==> config.mk <==
export PLATFORM = sky130hd
export DESIGN_NAME = imu_gesture_tone_mapper_core
export DESIGN_NICKNAME = d
export VERILOG_FILES = /design/src/rtl/igtm_pkg.sv /design/src/rtl/igtm_div.sv /design/src/rtl/imu_gesture_tone_mapper_core.sv
export SDC_FILE = /design/constraint.sdc
export NUM_CORES = 2
export LEC_CHECK = 0
export ABC_AREA = 1
export BUFFER_PORTS_ARGS = -buffer_cell sky130_fd_sc_hd__buf_4
export CAP_MARGIN = 20
export CORE_ASPECT_RATIO = 1.75
export CORE_MARGIN = 2
export CORE_UTILIZATION = 39
export DETAILED_ROUTE_END_ITERATION = 6
export SYNTH_ARGS = -nofsm -noshare
export SYNTH_HDL_FRONTEND = slang
export SYNTH_SLANG_ARGS = --single-unit
==> constraint.sdc <==
create_clock -name clk -period 13.2 [get_ports clk]
set_input_delay 2.64 -clock clk [delete_from_list [all_inputs] [get_ports clk]]
set_output_delay 2.64 -clock clk [all_outputs]
set_load 0.05 [all_outputs]
==> src/rtl/igtm_pkg.sv <==
package igtm_pkg;

	localparam int unsigned NumAxes     = 6;
	localparam int unsigned AxisW       = 24;
	localparam logic [15:0] FiltCoef    = 16'd13107;
	localparam logic [15:0] ShakeLevel  = 16'd1600;
	localparam logic [9:0]  MinHz       = 10'd220;
	localparam logic [9:0]  SpanHz      = 10'd660;
	localparam logic [9:0]  MidHz       = 10'd550;

	typedef enum logic [1:0] {
		ACT_NONE  = 2'd0,
		ACT_START = 2'd1,
		ACT_STOP  = 2'd2
	} tone_act_t;

	typedef enum logic [1:0] {
		MODE_NOTES = 2'd0,
		MODE_PERC  = 2'd1,
		MODE_TRIAD = 2'd2,
		MODE_CONT  = 2'd3
	} synth_mode_t;

	typedef enum logic [3:0] {
		G_NONE    = 4'd0,
		G_PUNCH   = 4'd1,
		G_SHAKE_X = 4'd2,
		G_SHAKE_Y = 4'd3,
		G_SHAKE_Z = 4'd4,
		G_RIGHT   = 4'd5,
		G_LEFT    = 4'd6,
		G_BACK    = 4'd7,
		G_FWD     = 4'd8
	} gesture_t;

	typedef enum logic [2:0] {
		REG_MODE   = 3'd0,
		REG_ENABLE = 3'd1,
		REG_HIGH   = 3'd2,
		REG_MED    = 3'd3,
		REG_LOW    = 3'd4,
		REG_DEB    = 3'd5
	} reg_idx_t;

	typedef enum logic [2:0] {
		ST_IDLE,
		ST_FILT,
		ST_CLASS,
		ST_DIV,
		ST_DONE
	} state_t;

	function automatic logic [9:0] note_hz(input logic [3:0] g);
		case (g)
			G_PUNCH:   note_hz = 10'd880;
			G_SHAKE_X: note_hz = 10'd659;
			G_SHAKE_Y: note_hz = 10'd740;
			G_SHAKE_Z: note_hz = 10'd831;
			G_RIGHT:   note_hz = 10'd494;
			G_LEFT:    note_hz = 10'd440;
			G_BACK:    note_hz = 10'd587;
			G_FWD:     note_hz = 10'd554;
			default:   note_hz = 10'd0;
		endcase
	endfunction

endpackage

==> src/rtl/igtm_div.sv <==
module igtm_div
	import igtm_pkg::*;
(
	input  logic        clk,
	input  logic        arst_n,
	input  logic        start,
	input  logic [25:0] dividend,
	input  logic [15:0] divisor,
	output logic        busy,
	output logic        done,
	output logic [9:0]  quotient
);

	logic [15:0] rem_q;
	logic [25:0] quo_q;
	logic [15:0] dvs_q;
	logic [4:0]  cnt_q;
	logic        busy_q;
	logic        done_q;
	logic [16:0] trial;
	logic [16:0] part;

	assign part  = {rem_q, quo_q[25]};
	assign trial = part - {1'b0, dvs_q};

	always_ff @(posedge clk or negedge arst_n) begin
		if (!arst_n) begin
			busy_q <= 1'b0;
			done_q <= 1'b0;
			cnt_q  <= '0;
		end else begin
			done_q <= 1'b0;
			if (start) begin
				busy_q <= 1'b1;
				cnt_q  <= 5'd26;
			end else if (busy_q) begin
				cnt_q <= cnt_q - 5'd1;
				if (cnt_q == 5'd1) begin
					busy_q <= 1'b0;
					done_q <= 1'b1;
				end
			end
		end
	end

	always_ff @(posedge clk) begin
		if (start) begin
			rem_q <= '0;
			quo_q <= dividend;
			dvs_q <= divisor;
		end else if (busy_q) begin
			if (!trial[16]) begin
				rem_q <= trial[15:0];
				quo_q <= {quo_q[24:0], 1'b1};
			end else begin
				rem_q <= part[15:0];
				quo_q <= {quo_q[24:0], 1'b0};
			end
		end
	end

	assign busy     = busy_q;
	assign done     = done_q;
	assign quotient = quo_q[9:0];

endmodule

==> src/rtl/imu_gesture_tone_mapper_core.sv <==
// Gesture tone mapper: each IMU sample passes one multiplier over six filter
// channels, one channel after another, and is then classified; in continuous
// mode, with no gesture, the pitch can come from a restoring divider. The result
// is held in the output registers until it is taken; the next sample is accepted
// only once the previous result has been taken.
module imu_gesture_tone_mapper_core
	import igtm_pkg::*;
(
	input  logic               clk,
	input  logic               arst_n,
	input  logic               psel,
	input  logic               penable,
	input  logic               pwrite,
	input  logic [4:0]         paddr,
	input  logic [31:0]        pwdata,
	output logic [31:0]        prdata,
	output logic               pready,
	input  logic               in_valid,
	output logic               in_ready,
	input  logic signed [15:0] accel_x,
	input  logic signed [15:0] accel_y,
	input  logic signed [15:0] accel_z,
	input  logic signed [15:0] gyro_x,
	input  logic signed [15:0] gyro_y,
	input  logic signed [15:0] gyro_z,
	input  logic [31:0]        now_ms,
	output logic               out_valid,
	input  logic               out_ready,
	output logic [1:0]         tone_action,
	output logic [9:0]         tone_hz,
	output logic [6:0]         pulse_ms,
	output logic [3:0]         gesture_code,
	output logic [9:0]         sounding_hz
);

	logic [1:0]  mode_q;
	logic        en_q;
	logic [14:0] th_q, tm_q, tl_q;
	logic [15:0] deb_q;

	logic signed [AxisW-1:0] axes_q [NumAxes];
	logic [31:0] last_time_q;
	logic [3:0]  last_g_q;
	logic [9:0]  cur_hz_q;

	logic signed [15:0] x_q [NumAxes];
	logic signed [15:0] f_q [NumAxes];
	logic [31:0] now_q;
	logic [2:0]  idx_q;

	state_t state_q, state_d;

	logic        wr_en;
	logic [2:0]  widx;

	assign pready = 1'b1;
	assign wr_en  = psel && penable && pwrite;
	assign widx   = paddr[4:2];

	always_ff @(posedge clk or negedge arst_n) begin
		if (!arst_n) begin
			mode_q <= MODE_NOTES;
			en_q   <= 1'b1;
			th_q   <= 15'd6144;
			tm_q   <= 15'd2048;
			tl_q   <= 15'd819;
			deb_q  <= 16'd200;
		end else if (wr_en) begin
			case (widx)
				REG_MODE:   mode_q <= pwdata[1:0];
				REG_ENABLE: en_q   <= pwdata[0];
				REG_HIGH:   th_q   <= pwdata[14:0];
				REG_MED:    tm_q   <= pwdata[14:0];
				REG_LOW:    tl_q   <= pwdata[14:0];
				REG_DEB:    deb_q  <= pwdata[15:0];
				default: ;
			endcase
		end
	end

	always_comb begin
		case (paddr[4:2])
			REG_MODE:   prdata = {30'd0, mode_q};
			REG_ENABLE: prdata = {31'd0, en_q};
			REG_HIGH:   prdata = {17'd0, th_q};
			REG_MED:    prdata = {17'd0, tm_q};
			REG_LOW:    prdata = {17'd0, tl_q};
			REG_DEB:    prdata = {16'd0, deb_q};
			default:    prdata = '0;
		endcase
	end

	// Shared filter multiplier: one channel per cycle.
	logic signed [AxisW:0]   diff;
	logic signed [AxisW+16:0] prod;
	logic signed [AxisW-1:0] s_new;

	assign diff  = {x_q[idx_q][15], x_q[idx_q], 8'd0} - {axes_q[idx_q][AxisW-1], axes_q[idx_q]};
	assign prod  = diff * $signed({1'b0, FiltCoef});
	assign s_new = axes_q[idx_q] + AxisW'(prod >>> 16);

	// Classification.
	logic        deb_ok;
	logic [31:0] elapsed;
	logic [3:0]  g_d;
	logic signed [16:0] thx, tmx, tlx, shk;
	logic signed [16:0] fx, fy, fz, gx, gy, gz;

	assign elapsed = now_q - last_time_q;
	assign deb_ok  = elapsed >= {16'd0, deb_q};
	assign thx = {2'b00, th_q};
	assign tmx = {2'b00, tm_q};
	assign tlx = {2'b00, tl_q};
	assign shk = {1'b0, ShakeLevel};
	assign fx  = 17'(f_q[0]);
	assign fy  = 17'(f_q[1]);
	assign fz  = 17'(f_q[2]);
	assign gx  = 17'(f_q[3]);
	assign gy  = 17'(f_q[4]);
	assign gz  = 17'(f_q[5]);

	always_comb begin
		g_d = G_NONE;
		if (deb_ok) begin
			if (fz > thx) g_d = G_PUNCH;
			else if (gx > shk || gx < -shk) g_d = G_SHAKE_X;
			else if (gy > shk || gy < -shk) g_d = G_SHAKE_Y;
			else if (gz > shk || gz < -shk) g_d = G_SHAKE_Z;
			else if (fx < -tmx) g_d = G_RIGHT;
			else if (fx > tmx) g_d = G_LEFT;
			else if (fy < -tmx) g_d = G_BACK;
			else if (fy > tmx) g_d = G_FWD;
		end
	end

	logic        cont_on;
	logic signed [16:0] clamp;
	logic [16:0] cplus;
	logic [25:0] dividend;
	logic [15:0] divisor;
	logic        div_start;
	logic        div_busy;
	logic        div_done;
	logic [9:0]  quo;

	assign cont_on = en_q && (fx > tlx || fx < -tlx);
	always_comb begin
		clamp = fx;
		if (fx < -thx) clamp = -thx;
		if (fx > thx)  clamp = thx;
	end
	assign cplus    = 17'(clamp + thx);
	assign dividend = {10'd0, cplus[15:0]} * {16'd0, SpanHz};
	assign divisor  = {th_q, 1'b0};

	igtm_div u_div (
		.clk      (clk),
		.arst_n   (arst_n),
		.start    (div_start),
		.dividend (dividend),
		.divisor  (divisor),
		.busy     (div_busy),
		.done     (div_done),
		.quotient (quo)
	);

	logic in_acc;
	assign in_acc  = in_valid && in_ready;
	assign in_ready = (state_q == ST_IDLE);

	logic need_div;
	assign need_div = (g_d == G_NONE) && (mode_q == MODE_CONT) && cont_on && (th_q != 15'd0);

	always_comb begin
		state_d   = state_q;
		div_start = 1'b0;
		case (state_q)
			ST_IDLE:  if (in_valid) state_d = ST_FILT;
			ST_FILT:  if (idx_q == 3'(NumAxes - 1)) state_d = ST_CLASS;
			ST_CLASS: begin
				if (need_div) begin
					div_start = 1'b1;
					state_d   = ST_DIV;
				end else begin
					state_d = ST_DONE;
				end
			end
			ST_DIV:   if (div_done) state_d = ST_DONE;
			ST_DONE:  if (out_ready) state_d = ST_IDLE;
			default:  state_d = ST_IDLE;
		endcase
	end

	always_ff @(posedge clk or negedge arst_n) begin
		if (!arst_n) begin
			state_q     <= ST_IDLE;
			idx_q       <= '0;
			last_time_q <= '0;
			last_g_q    <= G_NONE;
			cur_hz_q    <= '0;
			tone_action <= ACT_NONE;
			tone_hz     <= '0;
			pulse_ms    <= '0;
			gesture_code <= G_NONE;
			for (int i = 0; i < NumAxes; i++) axes_q[i] <= '0;
		end else begin
			state_q <= state_d;
			if (state_q == ST_FILT) begin
				axes_q[idx_q] <= s_new;
				idx_q <= (idx_q == 3'(NumAxes - 1)) ? 3'd0 : idx_q + 3'd1;
			end
			if (state_q == ST_CLASS) begin
				gesture_code <= g_d;
				tone_action  <= ACT_NONE;
				tone_hz      <= '0;
				pulse_ms     <= '0;
				if (g_d != G_NONE) begin
					last_g_q    <= g_d;
					last_time_q <= now_q;
					if (en_q) begin
						case (mode_q)
							MODE_NOTES: begin
								tone_action <= ACT_START;
								tone_hz     <= note_hz(g_d);
								cur_hz_q    <= note_hz(g_d);
							end
							MODE_PERC: begin
								case (g_d)
									G_LEFT: begin
										tone_action <= ACT_START; tone_hz <= 10'd150;
										pulse_ms <= 7'd50; cur_hz_q <= '0;
									end
									G_RIGHT: begin
										tone_action <= ACT_START; tone_hz <= 10'd200;
										pulse_ms <= 7'd50; cur_hz_q <= '0;
									end
									G_SHAKE_X, G_SHAKE_Y, G_SHAKE_Z: begin
										tone_action <= ACT_START; tone_hz <= 10'd800;
										pulse_ms <= 7'd30; cur_hz_q <= '0;
									end
									G_PUNCH: begin
										tone_action <= ACT_START; tone_hz <= 10'd100;
										pulse_ms <= 7'd100; cur_hz_q <= '0;
									end
									default: ;
								endcase
							end
							MODE_TRIAD: begin
								case (g_d)
									G_LEFT: begin
										tone_action <= ACT_START; tone_hz <= 10'd440;
										cur_hz_q <= 10'd440;
									end
									G_RIGHT: begin
										tone_action <= ACT_START; tone_hz <= 10'd659;
										cur_hz_q <= 10'd659;
									end
									G_FWD: begin
										tone_action <= ACT_START; tone_hz <= 10'd587;
										cur_hz_q <= 10'd587;
									end
									G_BACK: begin
										tone_action <= ACT_START; tone_hz <= 10'd880;
										cur_hz_q <= 10'd880;
									end
									default: begin
										tone_action <= ACT_STOP; cur_hz_q <= '0;
									end
								endcase
							end
							default: ;
						endcase
					end
				end else if (mode_q == MODE_CONT) begin
					if (cont_on && th_q == 15'd0) begin
						tone_action <= ACT_START;
						tone_hz     <= MidHz;
						cur_hz_q    <= MidHz;
					end else if (!cont_on) begin
						tone_action <= ACT_STOP;
						cur_hz_q    <= '0;
					end
				end
			end
			if (state_q == ST_DIV && div_done) begin
				tone_action <= ACT_START;
				tone_hz     <= MinHz + quo;
				cur_hz_q    <= MinHz + quo;
			end
		end
	end

	always_ff @(posedge clk) begin
		if (in_acc) begin
			x_q[0] <= accel_x;
			x_q[1] <= accel_y;
			x_q[2] <= accel_z;
			x_q[3] <= gyro_x;
			x_q[4] <= gyro_y;
			x_q[5] <= gyro_z;
			now_q  <= now_ms;
		end
		if (state_q == ST_FILT) f_q[idx_q] <= s_new[23:8];
	end

	assign out_valid   = (state_q == ST_DONE);
	assign sounding_hz = cur_hz_q;

`ifndef NO_ASSERTIONS
	a_ready_idle: assert property (@(posedge clk) disable iff (!arst_n)
		in_ready |-> !out_valid) else $error("ready while result pending");
	a_div_only: assert property (@(posedge clk) disable iff (!arst_n)
		div_busy |-> state_q == ST_DIV) else $error("divider busy outside divide");
	a_done_hold: assert property (@(posedge clk) disable iff (!arst_n)
		out_valid && !out_ready |=> out_valid && $stable(tone_hz))
		else $error("result lost");
	a_gesture: assert property (@(posedge clk) disable iff (!arst_n)
		out_valid |-> gesture_code <= G_FWD) else $error("gesture code out of range");
`endif

endmodule
==> qor.txt <==
CP Launch Type: flip-flop
Worst Setup End Kind: flip-flop
Setup TNS: 0 ns
Most common cell in the netlist: nand2_1
Fillers: 11100
Area leader, netlist: edfxtp_1
Total GRT Usage: 0.235
Clock insertion delay at the later pin of the skew report: 0.67 ns
Htree depth: 2
Chip height: 447 microns
CTS resizes: 0
Routed via count: 36200
Data arrival, critical path: 12.28 ns
Unique cell type count in the Yosys netlist: 70
F_max: 83.7 MHz
Number of CTS-inserted buffers: 56
Register area: 15400 sq um
Initial antenna violation count: 5
Main synth FF type: dfrtp_1
Routability cong.: 0.976
Overflow after GRT: 0
Relative slew margins: 0.244
Max-cap viol count: 0
Worst-Margin Slew: 1.13 ns
First-pass GRT wire length: 207000 microns
Via density per instance: 5.09
Post-CTS Hold Buffers: 0
Clock sinks: 565
Clock slew at reported path FFs: 0.06 ns
Hold WC Path Type: reg -> reg
Layout cells sized above 1: 0.0811
WL per Instance: 19.0 microns
Async S/R FF share, synth: 0.503
Post-synthesis register bit count: 565
Drt first pass iters: 7
Vias in the first global route: 37100
Worst Path Buf+Inv: 10
DP HPWL: 109000 microns
CP max stage delay: 0.64 ns
Final net count: 6358
Final Setup Violations: 0
CP max-delay cell: dfrtp_1
I/O pin total: 240
Max clock buf depth: 3
# DRC: 0
CTS tree: yes
Worst Path Max Fanout: 28
Post-Syn Area: 43700 sq um
Most common library cells after synthesis: nand2_1, inv_1, ha_1
Area share of the largest cell type after synthesis: 0.181
Worst Skew: 0.0363 ns
Num rows: 162
Initial Utilization: 0.392
Top cells by area, synth: edfxtp_1, dfrtp_1, ha_1, nand2_1, inv_1
Cell family with most CP delay: adder cells
Slew Limit Fails: 0
DRT iter0 DRCs: 1942
Outcome: finished clean
RSZ-0062 raised after global routing: false
Tmin final: 11.95 ns
Layout area overhead: 12.1%
Synth Area per Inst: 8.11 sq um
Number of enable flip-flop cells after synthesis: 263
Warnings from Yosys: 0
Core area: 111000 sq um
Die Width: 257 microns
Multi-input logic area: 24300 sq um
Pin count of the biggest net entering global routing: 82
Post-synthesis cell count: 5381
WHS: 0.451 ns
Post-CTS setup buffer count: 0
Remaining antenna violation count: 0
Clock root cell: clkbuf_16
Register area share after synthesis: 0.352
Port buffer count: 203
Utilization after layout: 0.440
Fin. Hold Viols: 0
Period utilization: 0.905
WL final: 135000 microns
Crit Path Class: reg -> reg
Die footprint: 115000 sq um
CP Data Required Time: 13.53 ns
==> metrics by stage <==
step           std cells  setup slack (ns)  instance area, sq um
2_1_floorplan       5397              3.21                 43700
3_3_place_gp        6989              1.36                 46900
3_5_place_dp        6989              1.30                 46900
4_1_cts             7095              1.26                 48900
5_1_grt             7099             0.362                 48900
6_report            7099              1.25                 48900
==> cell type report <==
type	instances	share of cell area
Sequential cell	565	0.314
Inverter	934	0.0716
Clock inverter	42	0.0123
Antenna cell	2	0.000102
Clock buffer	64	0.0293
Multi-Input combinational cell	3767	0.496
Timing Repair Buffer	249	0.0389
Tap cell	1476	0.0377
==> logic make-up after synthesis <==
| logic type | count (synthesis) | synth area share |
|---|---|---|
| other cells | 2 | 0.000172 |
| buf+inv | 1065 | 0.0947 |
| mux | 11 | 0.00258 |
| fa+ha+maj | 613 | 0.198 |
| xor+xnor | 191 | 0.0399 |
| simple gates | 1986 | 0.189 |
| compound gates | 948 | 0.123 |
| flops | 565 | 0.352 |
==> routing by layer <==
metal,share of wire,GRT usage,vias up
met1,0.34,0.218,17100
met2,0.54,0.464,790
met4,0.089,0.179,6
met5,0.00025,0,-
met3,0.032,0.0259,373
li1,-,-,17900
==> placed cells by master (no fill, tap or decap), types with 17 or more instances in the layout <==
master	count
a21o_1	21
a22oi_1	34
fa_1	132
dfrtp_1	270
inv_2	17
nand4_1	58
o21ai_1	31
xnor2_1	33
ha_1	481
buf_4	246
nand2_1	1161
o211ai_1	22
edfxtp_1	263
nor2_1	422
conb_1	18
nand3_1	170
a21oi_1	298
clkbuf_16	56
xor2_1	152
o221ai_1	27
o21ai_0	396
nor3_1	69
dfxtp_1	18
or2_2	22
inv_1	913
==> final timing paths <==
| kind | startpoint | end | slack, ns | depth (start not counted) |
|---|---|---|---|---|
| worst min-delay path | u_div.done$_DFF_PN0_ | state_q[1]$_DFFE_PN0P_ | 0.45 | 1 |
| worst max-delay path | idx_q[2]$_DFFE_PN0P_ | f_q[1][10]$_DFFE_PP_ | 1.25 | 45 |
| max in group asynchronous | arst_n | axes_q[34]$_DFFE_PN0P_ | 9.28 | 4 |
| min in group asynchronous | arst_n | pulse_ms[6]$_DFFE_PN0N_ | 1.96 | 1 |
| worst max register to register | idx_q[2]$_DFFE_PN0P_ | f_q[1][10]$_DFFE_PP_ | 1.25 | 45 |
| worst min register to register | u_div.done$_DFF_PN0_ | state_q[1]$_DFFE_PN0P_ | 0.45 | 1 |
==> registers in the layout, summed over array words and instances, names as in the netlist, 5 cells and up <==
register     count
axes_q         144
deb_q           16
f_q             96
last_time_q     32
now_q           32
pulse_ms         5
sounding_hz     10
th_q            15
tl_q            15
tm_q            15
tone_hz         10
u_div.cnt_q      5
u_div.dvs_q     15
u_div.quo_q     26
u_div.rem_q     16
x_q             96
Power is left out: the tool's default activity adds up to more than one toggle a clock period on the data nets, which glitch-free logic cannot reach.
